`src/design/sphv_pkg.sv`:
```
// Shared types, constants and table functions for the UV sphere vertex generator.
`default_nettype none

package sphv_pkg;

  // Default angle resolution (bits per turn) and output fraction bits
  localparam int ANGLE_BITS      = 16;
  localparam int COORD_FRAC_BITS = 14;

  // Field and register widths
  localparam int CNT_W  = 8;
  localparam int ADDR_W = 3;
  localparam int DATA_W = 32;

  // CORDIC: step count, datapath width, start value (gain in Q30)
  localparam int CORDIC_STEPS = 30;
  localparam int CW           = 34;
  localparam logic signed [CW-1:0] CORDIC_GAIN = 34'sd652032874;

  // Register indexes on the configuration port
  localparam logic REG_STACK_COUNT  = 1'b0;
  localparam logic REG_SECTOR_COUNT = 1'b1;

  // Reset values of the count registers
  localparam logic [CNT_W-1:0] STACK_COUNT_RST  = 8'd20;
  localparam logic [CNT_W-1:0] SECTOR_COUNT_RST = 8'd20;

  typedef struct packed {
    logic [CNT_W-1:0] stack_index;
    logic [CNT_W-1:0] sector_index;
  } in_t;

  typedef struct packed {
    logic signed [15:0] pos_x;
    logic signed [15:0] pos_y;
    logic signed [15:0] pos_z;
  } out_t;

  typedef struct packed {
    logic                 flip;
    logic signed [CW-1:0] z;
  } prep_t;

  // Arctangent of 2^-k as a 32-bit fraction of a turn
  function automatic logic [31:0] atan_turn(input int unsigned k);
    logic [31:0] r;
    begin
      case (k)
        0:  r = 32'h20000000;
        1:  r = 32'h12E4051E;
        2:  r = 32'h09FB385B;
        3:  r = 32'h051111D4;
        4:  r = 32'h028B0D43;
        5:  r = 32'h0145D7E1;
        6:  r = 32'h00A2F61E;
        7:  r = 32'h00517C55;
        8:  r = 32'h0028BE53;
        9:  r = 32'h00145F2F;
        10: r = 32'h000A2F98;
        11: r = 32'h000517CC;
        12: r = 32'h00028BE6;
        13: r = 32'h000145F3;
        14: r = 32'h0000A2FA;
        15: r = 32'h0000517D;
        16: r = 32'h000028BE;
        17: r = 32'h0000145F;
        18: r = 32'h00000A30;
        19: r = 32'h00000518;
        20: r = 32'h0000028C;
        21: r = 32'h00000146;
        22: r = 32'h000000A3;
        23: r = 32'h00000051;
        24: r = 32'h00000029;
        25: r = 32'h00000014;
        26: r = 32'h0000000A;
        27: r = 32'h00000005;
        28: r = 32'h00000003;
        29: r = 32'h00000001;
        default: r = 32'h0;
      endcase
      return r;
    end
  endfunction

  // Fold a 32-bit turn into [-1/4, 1/4) and flag the half-turn flip
  function automatic prep_t cordic_prep(input logic [31:0] a);
    logic [31:0] s;
    logic [31:0] r;
    prep_t       p;
    begin
      s      = a + 32'h4000_0000;
      p.flip = s[31];
      r      = p.flip ? (a - 32'h8000_0000) : a;
      p.z    = CW'($signed(r));
      return p;
    end
  endfunction

endpackage

`default_nettype wire

```
`src/design/sphv_cordic_cell.sv`:
```
// One CORDIC rotation cell, applied to the stack and the sector angle side by side.
`default_nettype none

module sphv_cordic_cell #(
  parameter int STEP = 0
) (
  input  wire logic                          clk_i,
  input  wire logic                          rst_ni,
  input  wire logic                          en_i,
  input  wire logic                          vld_i,
  input  wire logic signed [sphv_pkg::CW-1:0] x_st_i,
  input  wire logic signed [sphv_pkg::CW-1:0] y_st_i,
  input  wire logic signed [sphv_pkg::CW-1:0] z_st_i,
  input  wire logic                          flip_st_i,
  input  wire logic signed [sphv_pkg::CW-1:0] x_se_i,
  input  wire logic signed [sphv_pkg::CW-1:0] y_se_i,
  input  wire logic signed [sphv_pkg::CW-1:0] z_se_i,
  input  wire logic                          flip_se_i,
  output logic                               vld_o,
  output logic signed [sphv_pkg::CW-1:0]     x_st_o,
  output logic signed [sphv_pkg::CW-1:0]     y_st_o,
  output logic signed [sphv_pkg::CW-1:0]     z_st_o,
  output logic                               flip_st_o,
  output logic signed [sphv_pkg::CW-1:0]     x_se_o,
  output logic signed [sphv_pkg::CW-1:0]     y_se_o,
  output logic signed [sphv_pkg::CW-1:0]     z_se_o,
  output logic                               flip_se_o
);

  localparam int CW = sphv_pkg::CW;
  localparam logic [31:0] ATAN_U = sphv_pkg::atan_turn(STEP);
  localparam logic signed [CW-1:0] ATAN = $signed(CW'(ATAN_U));

  logic signed [CW-1:0] x_st_d, y_st_d, z_st_d, x_se_d, y_se_d, z_se_d;
  logic                 vld_q, flip_st_q, flip_se_q;
  logic signed [CW-1:0] x_st_q, y_st_q, z_st_q, x_se_q, y_se_q, z_se_q;

  // Rotate toward zero residual angle; shifts floor toward minus infinity
  always_comb begin
    if (!z_st_i[CW-1]) begin
      x_st_d = x_st_i - (y_st_i >>> STEP);
      y_st_d = y_st_i + (x_st_i >>> STEP);
      z_st_d = z_st_i - ATAN;
    end else begin
      x_st_d = x_st_i + (y_st_i >>> STEP);
      y_st_d = y_st_i - (x_st_i >>> STEP);
      z_st_d = z_st_i + ATAN;
    end
    if (!z_se_i[CW-1]) begin
      x_se_d = x_se_i - (y_se_i >>> STEP);
      y_se_d = y_se_i + (x_se_i >>> STEP);
      z_se_d = z_se_i - ATAN;
    end else begin
      x_se_d = x_se_i + (y_se_i >>> STEP);
      y_se_d = y_se_i - (x_se_i >>> STEP);
      z_se_d = z_se_i + ATAN;
    end
  end

  always_ff @(posedge clk_i or negedge rst_ni) begin
    if (!rst_ni) begin
      vld_q <= 1'b0;
    end else if (en_i) begin
      vld_q <= vld_i;
    end
  end

  always_ff @(posedge clk_i) begin
    if (en_i) begin
      x_st_q    <= x_st_d;
      y_st_q    <= y_st_d;
      z_st_q    <= z_st_d;
      flip_st_q <= flip_st_i;
      x_se_q    <= x_se_d;
      y_se_q    <= y_se_d;
      z_se_q    <= z_se_d;
      flip_se_q <= flip_se_i;
    end
  end

  assign vld_o     = vld_q;
  assign x_st_o    = x_st_q;
  assign y_st_o    = y_st_q;
  assign z_st_o    = z_st_q;
  assign flip_st_o = flip_st_q;
  assign x_se_o    = x_se_q;
  assign y_se_o    = y_se_q;
  assign z_se_o    = z_se_q;
  assign flip_se_o = flip_se_q;

endmodule

`default_nettype wire

```
`config.mk`:
```
export PLATFORM = sky130hd
export DESIGN_NAME = sphv_cordic_cell
export DESIGN_NICKNAME = d
export VERILOG_FILES = /design/src/design/sphv_pkg.sv /design/src/design/sphv_cordic_cell.sv
export SDC_FILE = /design/constraint.sdc
export NUM_CORES = 1
export LEC_CHECK = 0
export BUFFER_PORTS_ARGS = -buffer_cell sky130_fd_sc_hd__buf_2
export CAP_MARGIN = 10
export CORE_UTILIZATION = 35
export CTS_BUF_LIST = sky130_fd_sc_hd__clkbuf_4 sky130_fd_sc_hd__clkbuf_8 sky130_fd_sc_hd__clkbuf_16
export CTS_CLUSTER_DIAMETER = 200
export DETAILED_ROUTE_END_ITERATION = 8
export HOLD_SLACK_MARGIN = 0.15
export SLEW_MARGIN = 25
export SYNTH_ARGS = -nofsm -noshare
export SYNTH_HDL_FRONTEND = slang
export SYNTH_SLANG_ARGS = --single-unit
```
`constraint.sdc`:
```
create_clock -name clk_i -period 0.8 [get_ports clk_i]
set_input_delay 0.08 -clock clk_i [delete_from_list [all_inputs] [get_ports clk_i]]
set_output_delay 0.08 -clock clk_i [all_outputs]
set_load 0.01 [all_outputs]
```
Word level (Yosys, flattened, before mapping) --
Cells that the tools add are included.
Storage, ports and cells: register bits 207, input port bits 210, output and inout port bits 207, logic and storage cells 25
Cells by class: add/sub/neg operators 10, multiplexer cells 6
Operator list (number):
- 34-bit two-way mux | 6
- 34-bit subtractor | 4
- 34-bit by 31-bit adder with 34-bit output, second input constant | 2
- 34-bit adder | 2
- 34-bit by 31-bit subtractor with 34-bit output, second input constant | 2

Depth between registers and ports, before layout --
word-level depth 2, depth in mapped cells 13

Worst setup path after synthesis --
OpenSTA, ideal clock, no wires.
kind in2reg, start in x_st_i[0] (netlist bit), end reg x_st_q[32], in the netlist x_st_o[32], data pin, arrival time 2.523 ns, required time 0.535 ns, slack -1.988 ns, stages on the path 11, path through ha_1 > fa_1 > nor2b_1 > o211ai_1 > a2111oi_2 > o31ai_2 > o41ai_1 > a221o_1 > a311oi_2 > o21ai_1 > xnor2_1
Between the ends: word-level cells in the longest chain between the ends 2
RTL lines:
- start, declared | RTL line sphv_cordic_cell.sv:11 | input wire logic signed [sphv_pkg::CW-1:0] x_st_i,
- 34-bit subtractor / 34-bit adder (equally long branches) | RTL line sphv_cordic_cell.sv:41, sphv_cordic_cell.sv:45
- 34-bit two-way mux * | RTL line sphv_cordic_cell.sv:40 | if (!z_st_i[CW-1]) begin
- net x_st_d[32] | RTL line sphv_cordic_cell.sv:34 | logic signed [CW-1:0] x_st_d, y_st_d, z_st_d, x_se_d, y_se_d, z_se_d;
- end signal, assigned | RTL line sphv_cordic_cell.sv:70 | x_st_q <= x_st_d;
- end, declared | RTL line sphv_cordic_cell.sv:36 | logic signed [CW-1:0] x_st_q, y_st_q, z_st_q, x_se_q, y_se_q, z_se_q;
Mark *: on every way through the listed nets, which the timed path passes. The rest lies on a longest branch. A chain may end at the register's enable or synchronous reset.

Final worst setup path --
start in x_st_i[14] (netlist bit), end reg x_st_q[31], in the netlist x_st_o[31], data pin
Same word-level chain as after synthesis.

==> out/results.txt <==
Die Wd = 229 um
DRT Wirelength = 76.6 mm
Clock power frac = 23.9%
maxcap violations = 0
worst path bufs/invs = 2
final core occ = 65.1%
Yosys reg bits = 205
YS warnings = 0
Comb pwr share = 47.3%
Slew @ Worst Pin = 0.591 ns
outcome = finished, violations left
flop2flop setup slack = 0.06 ns
total track usage = 27.4%
DR vias = 20500
RSZ-0062 raised after global routing = yes
row count = 82
Worst Setup Path Type = in -> reg
leakage = 14.7 nW
Final HPWL DP = 59.4 mm
final setup margin = -1.60 ns
sw frac = 34.6%
initial DRC count = 1217
number of flops mapped to enable cells by yosys = 204
fraction of registers with async set/reset = 0.488%
total gr overflow = 0
average size of a mapped cell = 8.95 um2
critical path capture point type = flip-flop
die area = 0.0522 mm2
worst path cell trace = buf_8 > buf_4 > ha_4 > o211ai_1 > a211oi_2 > nor4_4 > a221oi_4 > o41a_1 > o41a_4 > o41ai_4 > a311oi_1
Synth Cell Area = 0.0180 mm2
post-detailed-route count of antenna-violating nets = 0
gpl congestion = 0.976
Max Root-Sink Buffers = 3
peak supply drop = 1.60 mV
largest net degree at the start of global routing = 51
Starting Density = 35.7%
Die Y = 229 um
worst-path fanout max = 6
Internal = 32.4 mW
Setup crit start kind = input pin
HP Class = in -> reg
Post-route DRC = 0
Yosys cell types = 82
first-pass GRT wire length = 114 mm
antenna violations before repair = 3
core area = 0.0504 mm2
CTS Root Cell = clkbuf_16
crit-path leading delay family = compound AO/OA/AOI/OAI gates
Max Slew Vio Count = 0
Setup Skew = 0 ns
failing checks = hold timing, setup timing
Clock Sinks = 205
# nets final = 3679
Pwr Density = 1510 mW/mm2
IO Count = 417
vias in the first global route = 20900
P_sw = 17.2 mW
sequential element share of the synthesized area = 34.2%
clock latency on the worst-skew pair = 0.55 ns
Vias/cell = 5.20
sequential fraction of design power = 28.9%
ys flop type = edfxtp_1
share of cells above drive strength 1 = 55.7%
port buffer count = 416
WP data arrival = 2.69 ns
Synth Net Count = 2430
endpoints failing hold = 4
Hold WS = -0.0568 ns
final setup fails = 550
Post-Syn Instances = 2006
Clock H-tree levels = 1
FMAX = 417 MHz
CTS tree = yes
Slowest-stage cell, CP = o41a_4
Max-slew headroom = 60.2%
fillers = 4012
largest stage delay on the critical path = 0.51 ns
CP Data Required Time = 1.09 ns
Tcrit/Tclk final = 300%
WL/cell = 19.4 um
cts bufs inserted = 25
area growth from synthesis to layout = 82.6%
Tmin final = 2.40 ns
TritonRoute pass-1 iters = 5
clock slew at reported path FFs = 0.06 ns
-- path summary, 6_finish.rpt --
path / from / to / cells past startpoint
hold / removal: z_se_i[32] / z_se_o[33]$_DFFE_PP_ / 3
setup reg to reg: vld_o$_DFFE_PN0P_ / vld_o$_DFFE_PN0P_ / 1
min in group asynchronous: rst_ni / vld_o$_DFFE_PN0P_ / 3
hold reg to reg: vld_o$_DFFE_PN0P_ / vld_o$_DFFE_PN0P_ / 1
max in group asynchronous: rst_ni / vld_o$_DFFE_PN0P_ / 3
setup / recovery: x_st_i[14] / x_st_o[31]$_DFFE_PP_ / 11
-- cells in the mapped netlist, types with 7 or more instances --
library cell	n	area share, %
o31ai_1	16	0.67
a31oi_1	15	0.52
xor2_1	20	0.98
nor3_1	38	1.1
a21boi_0	11	0.46
clkbuf_1	52	1.1
a211o_1	8	0.39
o21ai_0	140	3.9
a211oi_1	18	0.75
and3_1	7	0.24
o21a_1	11	0.46
inv_1	201	4.2
nand4_1	23	0.80
xnor2_1	111	5.4
nor4_1	18	0.63
o221ai_1	9	0.44
edfxtp_1	204	34
a22oi_1	8	0.33
fa_1	8	0.89
a2111oi_0	7	0.34
nor2b_1	23	0.80
nor2_1	146	3.1
or2_2	7	0.24
ha_1	206	14
or3_1	14	0.49
nand2b_1	17	0.59
o211ai_1	22	0.92
mux2i_1	33	1.8
a21oi_1	241	6.7
nand2_1	107	2.2
buf_2	14	0.39
nand3_1	28	0.78
buf_1	20	0.42
a21o_1	44	1.8
o21bai_1	46	1.9
and2_1	9	0.31
-- metrics by stage --
stage                     power, mW  cell area [um2]  cells  setup TNS (ns)  setup WS [ns]
after global routing           51.8            32800   3945         -316.53          -1.68
after global placement         33.1            27400   3740         -246.11          -2.42
final                          49.6            32800   3946         -299.17          -1.60
after detailed placement       33.3            27400   3740         -250.05          -2.45
after floorplan                23.8            19400   2006         -147.31          -1.78
after CTS                      47.3            30600   3886         -291.41          -1.57
-- power by group through the flow --
stage | sequential [mW] | clock, mW | combinational (mW)
after detailed placement | 14.5 | 0 | 18.8
after CTS | 14.3 | 12.2 | 20.8
after floorplan | 15.3 | 0 | 8.47
final | 14.3 | 11.8 | 23.4
after global routing | 14.5 | 12.5 | 24.8
after global placement | 14.5 | 0 | 18.6
-- logic make-up after synthesis --
kind of cell | after synthesis | synth area share, %
AOI/OAI and AO/OA | 669 | 23.8
xor gates and xnor gates | 131 | 6.39
adders and majority gates | 214 | 15.2
buffers and inverters | 298 | 6.39
DFF | 205 | 34.2
muxes | 35 | 1.96
and+or+nand+nor | 454 | 12.0
-- registers in the layout, indices dropped and copies added (netlist names) --
signal,count
vld_o,1
flip_se_o,1
z_st_o,34
z_se_o,34
flip_st_o,1
y_se_o,33
y_st_o,34
x_se_o,34
x_st_o,33
-- layout by cell type (no fill, tap or decap), types with 10 or more instances in the layout --
master	n
inv_2	23
xor2_1	19
o21ai_0	50
a21oi_4	30
o211ai_1	22
inv_4	10
nand2b_1	11
clkbuf_16	25
dlygate4sd3_1	68
buf_2	375
ha_1	143
a21oi_1	142
nor2b_1	12
nand3_1	17
o21bai_1	38
xnor2_2	24
nor2_1	124
nand4_1	23
nor2_2	15
buf_8	17
nand2_2	10
a21oi_2	69
inv_1	161
nor3_1	26
ha_4	55
a21o_1	43
xnor2_1	87
o21ai_4	12
nand2_1	91
buf_12	16
o21ai_1	42
buf_6	98
edfxtp_1	204
o21ai_2	40
mux2i_1	19
buf_4	736
-- final cells by class --
type / instances / area (um2) / area share, %
diodes: 2 / 5.00 / 0.0153
clock buffers: 29 / 656 / 2.00
clock inverters: 15 / 190 / 0.580
inverters: 209 / 933 / 2.85
multi-input cells: 1503 / 14200 / 43.4
flip-flops and latches: 205 / 6150 / 18.8
well taps: 672 / 841 / 2.56
repair buffers: 1311 / 9780 / 29.8
-- timing repair --
action | in CTS | in global routing
hold buffers | 68 | 1
setup endpoints to repair | 340 | 547
pin swaps | 160 | 242
buffers inserted | 43 | 80
endpoints found under the hold margin | 224 | 114
resized for setup | 317 | 386
-- per-layer routing --
| metal | wire, um | vias to the layer above | GRT usage, % | share of wire, % |
|---|---|---|---|---|
| met5 | 9 | - | 0 | 0.012 |
| li1 | - | 9745 | - | - |
| met3 | 3780 | 136 | 3.36 | 4.9 |
| met2 | 38800 | 648 | 49.3 | 51 |
| met4 | 2500 | 2 | 8.64 | 3.3 |
| met1 | 31500 | 10000 | 33.8 | 41 |
Note: power is estimated with default switching activity, not from simulation.
