## src/design/sphv_div_cell.sv

```systemverilog
// One restoring-division cell: resolves one quotient bit for both angle dividers.
`default_nettype none

module sphv_div_cell #(
  parameter int NW  = 25,
  parameter int QW  = 17,
  parameter int BIT = 0
) (
  input  wire logic          clk_i,
  input  wire logic          rst_ni,
  input  wire logic          en_i,
  input  wire logic          vld_i,
  input  wire logic [8:0]    den_st_i,
  input  wire logic [8:0]    den_se_i,
  input  wire logic [NW-1:0] num_st_i,
  input  wire logic [8:0]    rem_st_i,
  input  wire logic [QW-1:0] quo_st_i,
  input  wire logic [NW-1:0] num_se_i,
  input  wire logic [8:0]    rem_se_i,
  input  wire logic [QW-1:0] quo_se_i,
  output logic               vld_o,
  output logic [NW-1:0]      num_st_o,
  output logic [8:0]         rem_st_o,
  output logic [QW-1:0]      quo_st_o,
  output logic [NW-1:0]      num_se_o,
  output logic [8:0]         rem_se_o,
  output logic [QW-1:0]      quo_se_o
);

  logic [9:0]    t_st, t_se;
  logic          ge_st, ge_se;
  logic [8:0]    rem_st_d, rem_se_d;
  logic [QW-1:0] quo_st_d, quo_se_d;
  logic          vld_q;
  logic [NW-1:0] num_st_q, num_se_q;
  logic [8:0]    rem_st_q, rem_se_q;
  logic [QW-1:0] quo_st_q, quo_se_q;

  // Shift in the next numerator bit, subtract the divisor where it fits
  always_comb begin
    t_st     = {rem_st_i, num_st_i[BIT]};
    t_se     = {rem_se_i, num_se_i[BIT]};
    ge_st    = t_st >= {1'b0, den_st_i};
    ge_se    = t_se >= {1'b0, den_se_i};
    rem_st_d = ge_st ? 9'(t_st - {1'b0, den_st_i}) : t_st[8:0];
    rem_se_d = ge_se ? 9'(t_se - {1'b0, den_se_i}) : t_se[8:0];
    quo_st_d = quo_st_i;
    quo_se_d = quo_se_i;
    quo_st_d[BIT] = ge_st;
    quo_se_d[BIT] = ge_se;
  end

  always_ff @(posedge clk_i or negedge rst_ni) begin
    if (!rst_ni) begin
      vld_q <= 1'b0;
    end else if (en_i) begin
      vld_q <= vld_i;
    end
  end

  // Advance payload with the pipeline
  always_ff @(posedge clk_i) begin
    if (en_i) begin
      num_st_q <= num_st_i;
      rem_st_q <= rem_st_d;
      quo_st_q <= quo_st_d;
      num_se_q <= num_se_i;
      rem_se_q <= rem_se_d;
      quo_se_q <= quo_se_d;
    end
  end

  assign vld_o    = vld_q;
  assign num_st_o = num_st_q;
  assign rem_st_o = rem_st_q;
  assign quo_st_o = quo_st_q;
  assign num_se_o = num_se_q;
  assign rem_se_o = rem_se_q;
  assign quo_se_o = quo_se_q;

endmodule

`default_nettype wire

```

## config.mk

```make
export PLATFORM = sky130hd
export DESIGN_NAME = sphv_div_cell
export DESIGN_NICKNAME = d
export VERILOG_FILES = /design/src/design/sphv_div_cell.sv
export SDC_FILE = /design/constraint.sdc
export NUM_CORES = 1
export LEC_CHECK = 0
export ABC_AREA = 1
export BUFFER_PORTS_ARGS = -buffer_cell sky130_fd_sc_hd__buf_2
export CAP_MARGIN = 10
export CORE_UTILIZATION = 46
export CTS_BUF_LIST = sky130_fd_sc_hd__clkbuf_8 sky130_fd_sc_hd__clkbuf_16
export CTS_CLUSTER_DIAMETER = 80
export CTS_CLUSTER_SIZE = 14
export DETAILED_ROUTE_END_ITERATION = 7
export PLACE_DENSITY = 0.92
export SETUP_SLACK_MARGIN = 0.3
export SLEW_MARGIN = 20
export SYNTH_ARGS = -nofsm -noshare
export SYNTH_HDL_FRONTEND = slang
export SYNTH_SLANG_ARGS = --single-unit
```

## constraint.sdc

```tcl
create_clock -name clk_i -period 1.8 [get_ports clk_i]
set_input_delay 0.27 -clock clk_i [delete_from_list [all_inputs] [get_ports clk_i]]
set_output_delay 0.27 -clock clk_i [all_outputs]
set_load 0.02 [all_outputs]
```

# Word level (Yosys, flattened, before mapping)

Cells that the tools add are included.

Add/subtract/negate cells: 2
$lt $le $gt $ge: 2
Mux-type cells: 2

Operators with widths:

| cell                          | number |
|---|---|
| >= comparator 10 x 9 -> 1 bit | 2 |
| 2-to-1 mux 9 bit              | 2 |
| subtractor 9 bit              | 2 |

Flip-flop bits (word level): 103
Input port bits: 124
Output and inout port bits: 103
Logic and storage cells: 13

# Logic depth before layout (Yosys ltp)

Gate-level depths: netlist of the first run.

Word-level depth: 2
Depth in mapped cells: 12
Depth with buffers taken out: 12

# Least setup slack after synthesis of the first run

OpenSTA, ideal clock, no wires.

Path type: input-to-reg
Start point: input num_se_i[0]
End point: register rem_se_q[7], in the netlist rem_se_o[7] (data pin)
Setup time: 0.252 ns
Arrival: 1.452 ns
Required time: 1.548 ns
Setup slack: 0.095 ns
Stages: 10
Path buffers: 0
Cells stage by stage: inv_1 ha_1 inv_1 fa_1 nand4_1 nand2_1 nand2_2 nand2_4 nand2_1 nand2_1

Cells in the longest elaborated chain, start to end: 2
Elaborated cells between the ends (all ways): 3
Classes of those cells: add/sub: 1; order compare: 1; mux: 1

RTL lines:

| item                          | line | source |
|---|---|---|
| start: declaration            | 18   | `input wire logic [NW-1:0] num_se_i,` |
| >= comparator 10 x 9 -> 1 bit | 44   | `ge_se = t_se >= {1'b0, den_se_i};` |
| via ge_se                     | 31   | `logic ge_st, ge_se;` |
| 2-to-1 mux 9 bit              | 46   | `rem_se_d = ge_se ? 9'(t_se - {1'b0, den_se_i}) : t_se[8:0];` |
| via rem_se_d[7]               | 32   | `logic [8:0] rem_st_d, rem_se_d;` |
| end signal: assignment        | 68   | `rem_se_q <= rem_se_d;` |
| end: declaration              | 36   | `logic [8:0] rem_st_q, rem_se_q;` |

The timed path passes the listed nets, and every way through them passes these cells.
A chain may end at the register's enable or synchronous reset.

# Final worst setup path of the first run

Start point: input num_se_i[0]
End point: register rem_se_q[5], in the netlist rem_se_o[5] (data pin)

Cells in the longest elaborated chain, start to end: 2
Elaborated cells between the ends (all ways): 3
Classes of those cells: add/sub: 1; order compare: 1; mux: 1

RTL lines:

| item                                                                     | line |
|---|---|
| subtractor 9 bit / >= comparator 10 x 9 -> 1 bit (equally long branches) | 46, 44 |
| 2-to-1 mux 9 bit *                                                       | 46 |
| via rem_se_d[5]                                                          | 32 |

Mark *: on every way through the listed nets, which the timed path passes. The rest lies on a longest branch.

==> results of run 1 <==
power by group through the flow:
| stage | clock (uW) | sequential (uW) | combinational (uW) |
|---|---|---|---|
| final | 1330 | 2940 | 1260 |
| after global routing | 1450 | 2960 | 1370 |
| after CTS | 1350 | 2950 | 1230 |
| after detailed placement | 0 | 3000 | 1220 |
| after global placement | 0 | 2990 | 1180 |
| after floorplan | 0 | 3290 | 399 |
worst min-delay path by stage:
stage,start,endpoint,slack (ps),depth (start not counted)
2_1_floorplan,rst_ni,vld_o$_DFFE_PN0P_,-30,0
3_3_place_gp,rst_ni,vld_o$_DFFE_PN0P_,40,1
3_5_place_dp,rst_ni,vld_o$_DFFE_PN0P_,50,1
4_1_cts,quo_st_i[5],quo_st_o[5]$_DFFE_PP_,60,1
5_1_grt,quo_se_i[2],quo_se_o[2]$_DFFE_PP_,50,1
6_report,num_st_i[24],num_st_o[24]$_DFFE_PP_,90,1
repair_timing:
item,4_1_cts,5_1_grt
setup buffers,0,2
gates resized for setup,0,14
endpoints found under the setup margin,0,14
endpoints found under the hold margin,1,0
hold buffers,1,0
area by class of cell:
cell class | instances | area, um2
Multi-Input combinational cell | 198 | 1272
Clock buffer | 9 | 123.9
Fill cell | 712 | 3000
Sequential cell | 103 | 3088
Clock inverter | 7 | 58.81
Timing Repair Buffer | 247 | 1350
Tap cell | 129 | 161.4
Inverter | 53 | 229.0
stage by stage:
step	power [uW]	setup TNS, ps
finish	5536	0
floorplan	3689	0
global placement	4167	0
global route	5780	0
detailed placement	4225	-485.7
CTS	5525	0
routing by layer:
| metal | routed length [um] | global-route usage, % | vias to the layer above |
|---|---|---|---|
| met5 | 0 | 0 | - |
| met4 | 291 | 10.37 | 0 |
| met3 | 688 | 4.526 | 23 |
| met2 | 6314 | 42.97 | 148 |
| met1 | 4286 | 24.29 | 1684 |
| li1 | - | - | 1717 |
state kept, by name (all words and copies together) (netlist names):
signal    flops
num_se_o     25
num_st_o     25
quo_se_o     17
quo_st_o     17
rem_se_o      9
rem_st_o      9
vld_o         1
worst max-delay path: stages:
cell and delay [ps]:
buf_6 110, inv_12 40, ha_4 130, inv_4 30
fa_2 360, nand4_1 170, nand2_2 110, nand2_4 140
nand2_4 100, nand2_2 80, nand2_2 50
layout by cell type, fill, tap and decap left out, types with 3 or more instances in the layout:
master	n
nor2_1	5
clkbuf_8	9
a21oi_1	7
nand2_1	91
nand2_4	3
nand3_2	3
buf_4	18
edfxtp_1	102
nand2_2	13
buf_12	3
nor2_2	3
xor2_1	6
nand4_1	4
nand3_1	32
ha_4	7
inv_1	50
buf_2	222
ha_1	11
buf_6	3
cells by family (layout without fill, tap and decap cells):
logic type / count (synthesis) / in the layout / synth area share, %
AOI/OAI and AO/OA: 10 / 10 / 1.388
xor gates and xnor gates: 6 / 6 / 1.189
adders and majority gates: 20 / 20 / 6.004
buffers and inverters: 56 / 316 / 4.984
DFF: 103 / 103 / 69.90
muxes: 1 / 1 / 0.2549
and+or+nand+nor: 160 / 161 / 16.28
==> impl_metrics.toml, run 1 <==
[status]
status = "completed"

[worst_setup_path]
crit_start = "num_se_i[0]"
critPathKind = "input port to flop"
worstPathArrival_ps = 1600
crit_fanout = 5
r2r_cells = 1
worstReg2RegEnd = "vld_o$_DFFE_PN0P_"
rrSetupSlack_ps = 1030
start_kind = "input port"
r2r_start = "vld_o$_DFFE_PN0P_"
setup.worst_path.end = "rem_se_o[5]$_DFFE_PP_"
end_kind = "flop"
required_ps = 1920

[power_and_ir_drop]
seqPwrFrac_pct = 53.2
power_switching_uw = 1648
pwr_density_cell_mw_per_mm2 = 881.1
vdd_ir_drop_max_mv = 0.3845
power_leakage_uw = 0.003039
p_sw_share_pct = 29.77
clkPwrFrac_pct = 24.0
pwr-share-comb_pct = 22.8
p_int_uw = 3888

[synth]
seq_area_frac_synth_pct = 69.90
synth_top_cell_area_share_pct = 69.33
yosys_warnings = 0
synth_nets = 500
synth.most_common_cell = "edfxtp_1"
synth_area_mm2 = 0.004418
synth_flop_cell = "edfxtp_1"
yosys-top-cells-count = "edfxtp_1 (102), nand2_1 (98), inv_1 (53), nand3_1 (35), ha_1 (18)"
synth_area_leaders = "edfxtp_1 (69%), nand2_1 (8.3%), ha_1 (5.1%)"
synth_edf_count = 102
syn_area_per_cell_um2 = 12.41
synth_cells = 356
synthArstFlopShare_pct = 0.9709
ys_ff_latch = 103
ys_types = 23
synth_top_area_cell = "edfxtp_1"

[floorplanning]
ios = 227
die_area_mm2 = 0.01000
core_area_mm2 = 0.009284
row_count = 35
start_util_pct = 47.59
die_h_um = 100
die_w_um = 100

[timing]
fin_crit_sh_pct = 82.28
max_clock_freq_ghz = 0.6752
setup_slack_ps = 318.9
hold_viol_final = 0
finClkSkew_ps = 0
slew_headroom_pct = 77.61
finalMaxSlewViolations = 0
grt_setup_unrepaired = "true"
hold_slack_ps = 85.33
post-route-min-period_ps = 1481
setup_violations = 0
tightest_slew_ps = 333.3

[clocking]
clk_root_buffer_cell = "clkbuf_8"
tritoncts = "built"
numCtsBuffers = 9
clock_path_buffers = 2
htreeDepth = 3
clk_pin_slew_ps = 100
cts.sinks = 103
clock_latency_ps = 350

[route]
first_iter_violations = 140
vias_per_cell = 4.788
vias = 3572
drc = 0
ant_nets = 0
drt_wl_total_um = 11580
first_pass_iters = 4
routedWlPerCell_um = 15.52

[cells_and_area]
post-route-cell-area_mm2 = 0.006284
drive_gt1_share_pct = 49.11
synthToLayoutAreaGrowth_pct = 42.23
utilization_pct = 67.68
layout.nets = 756
diodes = 0
fin_cells = 746

[placement]
place_area_mm2 = 0.005997
io_buffers = 224
gp_congestion = 0.8731
dp_slack_ps = -57.40
detailed_place_hpwl_um = 9187
dp.cells = 726

[global_route]
grt-ovfl-total = 0
grt_first_pass_wirelength_um = 17240
grt_pass1_vias = 3585
grt_use_total_pct = 22.71
antenna_found_initial = 0
grt_max_degree = 61

[worst_hold_path]
min_path_type = "input port to flop"

[flow_run]
cap_violations = 0
No activity file was read; power rests on OpenSTA's default activity.
==> run 2, diff against run 1 <==
Settings changed: CORE_UTILIZATION 46 to 45, PLACE_DENSITY 0.92 to 0.9.
Clock period 1.8 ns to 1.39 ns, I/O delays scaled along.
==> impl_metrics.toml, run 2 (synthesis results as in run 1) <==
[worst_setup_path]
worstPathCellList = "buf_12 > inv_12 > ha_4 > inv_4 > fa_2 > nand4_1 > nand2_2 > nand2_4 > buf_2 > nand3_1 > nand2_1"
start_kind = "input port"
critPathKind = "input port to flop"
cpMaxStageDelayCell = "fa_2"
worstPathArrival_ps = 1600
max_stage_delay_ps = 380
required_ps = 1620
crit_fanout = 4
end_kind = "flop"

[placement]
detailed_place_hpwl_um = 9408
gp_congestion = 0.8722
dp.cells = 760
io_buffers = 224

[cells_and_area]
utilization_pct = 81.19
drive_gt1_share_pct = 55.28
fin_cells = 811
layout_commonest_cell = "buf_2"
final_cell_mix = "buf_2 (134), edfxtp_1 (102), buf_6 (89), nand2_1 (77), buf_4 (58)"
diodes = 0
layout.nets = 821
synthToLayoutAreaGrowth_pct = 72.22
fill_cells = 535

[route]
drt_wl_total_um = 14730
routedWlPerCell_um = 18.17
drc = 0
vias = 4046
met3WireLength_um = 1177
drt-met1-wl_um = 4821
maxUsedRoutingLayer = "met4"
ant_nets = 0
first_pass_iters = 5
first_iter_violations = 198
vias_per_cell = 4.989
wl_met2_um = 8004

[global_route]
antenna_found_initial = 0
grt-ovfl-total = 0
grt_pass1_vias = 4031
grt_first_pass_wirelength_um = 19860
grt_use_total_pct = 26.09
grt_max_degree = 38

[floorplanning]
die_area_mm2 = 0.01022
die_h_um = 101.1
row_count = 35
ios = 227
die_w_um = 101.1
start_util_pct = 47.14
core_area_mm2 = 0.009371

[timing]
finalMaxSlewViolations = 0
post-route-min-period_ps = 1376
finClkSkew_ps = 0
tightest_slew_ps = 283.6
slew_headroom_pct = 81.09
fin_crit_sh_pct = 98.99
max_clock_freq_ghz = 0.7268
setup_violations = 0
grt_setup_unrepaired = "true"
hold_viol_final = 0

[power_and_ir_drop]
power_leakage_uw = 0.003562
vdd_ir_drop_max_mv = 0.7426
pwr_density_cell_mw_per_mm2 = 1073

[clocking]
htreeDepth = 3
clk_root_buffer_cell = "clkbuf_8"
numCtsBuffers = 9
clk_pin_slew_ps = 120
cts.sinks = 103
clock_latency_ps = 370
clock_path_buffers = 2
tritoncts = "built"

[worst_hold_path]
min_path_type = "input port to flop"

[status]
status = "completed"

[flow_run]
cap_violations = 0
run 2: changes by cell type in the layout (fill, tap and decap cells not counted), sizes merged:
cell,previous run,this run
bufinv,0,1
buf,246,286
inv,56,57
nand2,109,110
and2,1,2
dlygate4sd3,1,24
clkinvlp,2,0
run 2: per-stage QoR:
| stage | worst slack (ps) | instance area, um2 | setup TNS (ps) | power, uW | hold slack, ps |
|---|---|---|---|---|---|
| floorplan | -115.8 | 4564 | -2004 | 4777 | -87.09 |
| global placement | -335.7 | 6252 | -5797 | 5501 | -17.48 |
| detailed placement | -365.1 | 6252 | -6769 | 5578 | -16.06 |
| CTS | 82.73 | 7076 | 0 | 7814 | 0.7319 |
| global route | -12.94 | 7609 | -23.25 | 8463 | -8.967 |
| finish | 14.04 | 7609 | 0 | 8164 | 10.05 |
run 2: final timing paths:
path,startpoint,to,slack [ps],cells after the start
worst max-delay path,num_st_i[0],rem_st_o[2]$_DFFE_PP_,10,11
worst min-delay path,quo_st_i[14],quo_st_o[14]$_DFFE_PP_,10,1
worst max register to register,vld_o$_DFFE_PN0P_,vld_o$_DFFE_PN0P_,330,3
worst min register to register,vld_o$_DFFE_PN0P_,vld_o$_DFFE_PN0P_,790,3
max in group asynchronous,rst_ni,vld_o$_DFFE_PN0P_,1130,2
min in group asynchronous,rst_ni,vld_o$_DFFE_PN0P_,170,2
run 2: metal layers:
layer | GRT usage [%] | vias to the layer above
met5 | 0 | -
met4 | 15.27 | 0
met3 | 5.756 | 56
met2 | 48.25 | 231
met1 | 26.90 | 1913
li1 | - | 1846
run 2: repair_timing:
item	in CTS	in global routing
gates cloned	3	1
pin swaps	18	15
endpoints found under the setup margin	123	123
buffers inserted	4	3
gates resized for setup	99	134
hold buffers	20	4
endpoints found under the hold margin	20	4
run 2: where the power goes:
part | total (uW) | switching (uW) | internal, uW
Combinational | 2240 | 1160 | 1080
Sequential | 3890 | 142 | 3750
Clock | 2030 | 1140 | 890
run 2: area by class of cell:
cell class / count / area [um2] / area share (%)
clock buffers: 9 / 123.9 / 1.628
clock inverters: 7 / 97.59 / 1.283
repair buffers: 310 / 2449 / 32.18
inverters: 53 / 229.0 / 3.009
multi-input cells: 200 / 1460 / 19.19
well taps: 129 / 161.4 / 2.121
flip-flops and latches: 103 / 3088 / 40.59
run 2: worst max-delay path, delay by kind of cell:
family / cells / cell delay (ps)
adder cells (fa/ha/maj): 2 / 500
AND/OR/NAND/NOR: 5 / 520
buffers and inverters: 4 / 360
==> run 3, diff against run 2 <==
Clock period 1.39 ns to 1.3 ns, I/O delays scaled along.
==> impl_metrics.toml, run 3 (synthesis results as in run 1) <==
[global_route]
grt_max_degree = 51
antenna_found_initial = 1
grt_pass1_vias = 4259
grt_use_total_pct = 28.11
grt_first_pass_wirelength_um = 21180
grt-ovfl-total = 0

[worst_setup_path]
crit_fanout = 6
critPathKind = "input port to flop"
end_kind = "flop"
r2r_cells = 1
worstReg2RegEnd = "vld_o$_DFFE_PN0P_"
start_kind = "input port"
required_ps = 1530
r2r_start = "vld_o$_DFFE_PN0P_"
rrSetupSlack_ps = 520
worstPathArrival_ps = 1580

[timing]
max_clock_freq_ghz = 0.7375
post-route-min-period_ps = 1356
finClkSkew_ps = 0
setup_slack_ps = -55.94
tns_ps = -201.8
grt_setup_unrepaired = "true"
setup_violations = 9
hold_viol_final = 0
finalMaxSlewViolations = 0
fin_crit_sh_pct = 104.3
slew_headroom_pct = 80.89
tightest_slew_ps = 285.7

[flow_run]
cap_violations = 0

[power_and_ir_drop]
power_switching_uw = 2749
vdd_ir_drop_max_mv = 0.7589
seqPwrFrac_pct = 46.6
p_sw_share_pct = 30.55
p_int_uw = 6251
power_leakage_uw = 0.003766
pwr_density_cell_mw_per_mm2 = 1106
pwr-share-comb_pct = 28.9
power_uw = 9000
clkPwrFrac_pct = 24.6

[floorplanning]
core_area_mm2 = 0.009371
die_w_um = 101.1
row_count = 35
ios = 227
die_h_um = 101.1
start_util_pct = 47.14
die_area_mm2 = 0.01022

[clocking]
htreeDepth = 3
clk_pin_slew_ps = 100
numCtsBuffers = 9
clk_root_buffer_cell = "clkbuf_8"
tritoncts = "built"
clock_path_buffers = 2
cts.sinks = 103
clock_latency_ps = 360

[cells_and_area]
layout_commonest_cell = "buf_2"
layout.nets = 859
drive_gt1_share_pct = 54.17
fill_cells = 459
final_cell_mix = "buf_2 (118), buf_6 (106), edfxtp_1 (102), nand2_1 (71), dlygate4sd3_1 (61)"
synthToLayoutAreaGrowth_pct = 84.14

[route]
vias = 4310
first_iter_violations = 169
routedWlPerCell_um = 19.89
drt_wl_total_um = 16930
ant_nets = 0
vias_per_cell = 5.065
first_pass_iters = 5
drc = 0

[placement]
gp_congestion = 0.8756
detailed_place_hpwl_um = 9416
io_buffers = 224

[status]
violations = "negative setup slack"
status = "complete, but fails checks"

[worst_hold_path]
hold_depth = 1
min_path_type = "input port to flop"
hp-start = "quo_st_i[12]"
hold-path-endpoint = "quo_st_o[12]$_DFFE_PP_"
run 3: cell count changes in the layout (fill, tap and decap cells not counted), sizes merged:
cell         previous run  this run
dlygate4sd3            24        61
diode                   0         2
buf                   286       287
clkinv                  2         1
inv                    57        58
run 3: stage by stage:
| stage | cell area [um2] | util (%) | setup WS [ps] | std cells | hold WS, ps |
|---|---|---|---|---|---|
| global route | 8133 | 86.78 | -92.43 | 850 | -2.780 |
| detailed placement | 6252 | 66.72 | -446.2 | 760 | -27.52 |
| finish | 8135 | 86.81 | -55.94 | 851 | 17.11 |
| floorplan | 4564 | - | -192.3 | 356 | -100.6 |
| CTS | 7437 | 79.36 | 10.83 | 835 | 0.7852 |
| global placement | 6252 | 66.72 | -411.8 | 760 | -30.88 |
run 3: worst max path at each step:
stage | start | to | slack [ps]
CTS | num_se_i[0] | rem_se_o[7]$_DFFE_PP_ | 10
detailed placement | num_st_i[0] | rem_st_o[8]$_DFFE_PP_ | -450
global placement | num_st_i[0] | rem_st_o[8]$_DFFE_PP_ | -410
global route | num_se_i[0] | rem_se_o[3]$_DFFE_PP_ | -90
floorplan | num_se_i[0] | rem_se_o[0]$_DFFE_PP_ | -190
finish | num_se_i[0] | rem_se_o[3]$_DFFE_PP_ | -60
run 3: routing by layer:
metal	global-route usage, %	up-vias	wire length [um]
met5	0	-	0
met4	14.49	0	779
met3	5.409	61	1308
met2	53.43	242	9172
met1	29.05	2081	5665
li1	-	1926	-
run 3: power groups by stage:
stage / Combinational, uW / Sequential [uW] / Clock (uW)
3_3_place_gp: 1750 / 4140 / 0
5_1_grt: 2760 / 4210 / 2330
2_1_floorplan: 552 / 4560 / 0
6_report: 2600 / 4190 / 2210
3_5_place_dp: 1810 / 4160 / 0
4_1_cts: 2180 / 4120 / 2150
run 3: cell type report:
| class | count | area [um2] | area share (%) |
|---|---|---|---|
| sequential | 103 | 3088 | 37.96 |
| timing repair buffer | 348 | 2930 | 36.02 |
| multi-input combinational | 200 | 1505 | 18.50 |
| inverter | 53 | 229.0 | 2.815 |
| tap | 129 | 161.4 | 1.984 |
| clock buffer | 9 | 123.9 | 1.523 |
| clock inverter | 7 | 92.59 | 1.138 |
| antenna | 2 | 5.005 | 0.06152 |
run 3: critical path, cell delays in order:
cell,delay (ps)
buf_12,110
inv_12,40
ha_4,120
inv_4,40
fa_2,360
nand4_1,120
nand2_2,90
nand2_4,150
buf_6,160
nand3_1,100
nand2_2,90
run 3: what timing repair did:
action                                 in CTS  in global routing
setup endpoints to repair                 123                123
endpoints found under the hold margin      48                 13
gates resized for setup                   118                163
hold buffers                               48                 13
buffers inserted                            7                  1
cloned                                      4                  0
pin swaps                                  18                 11
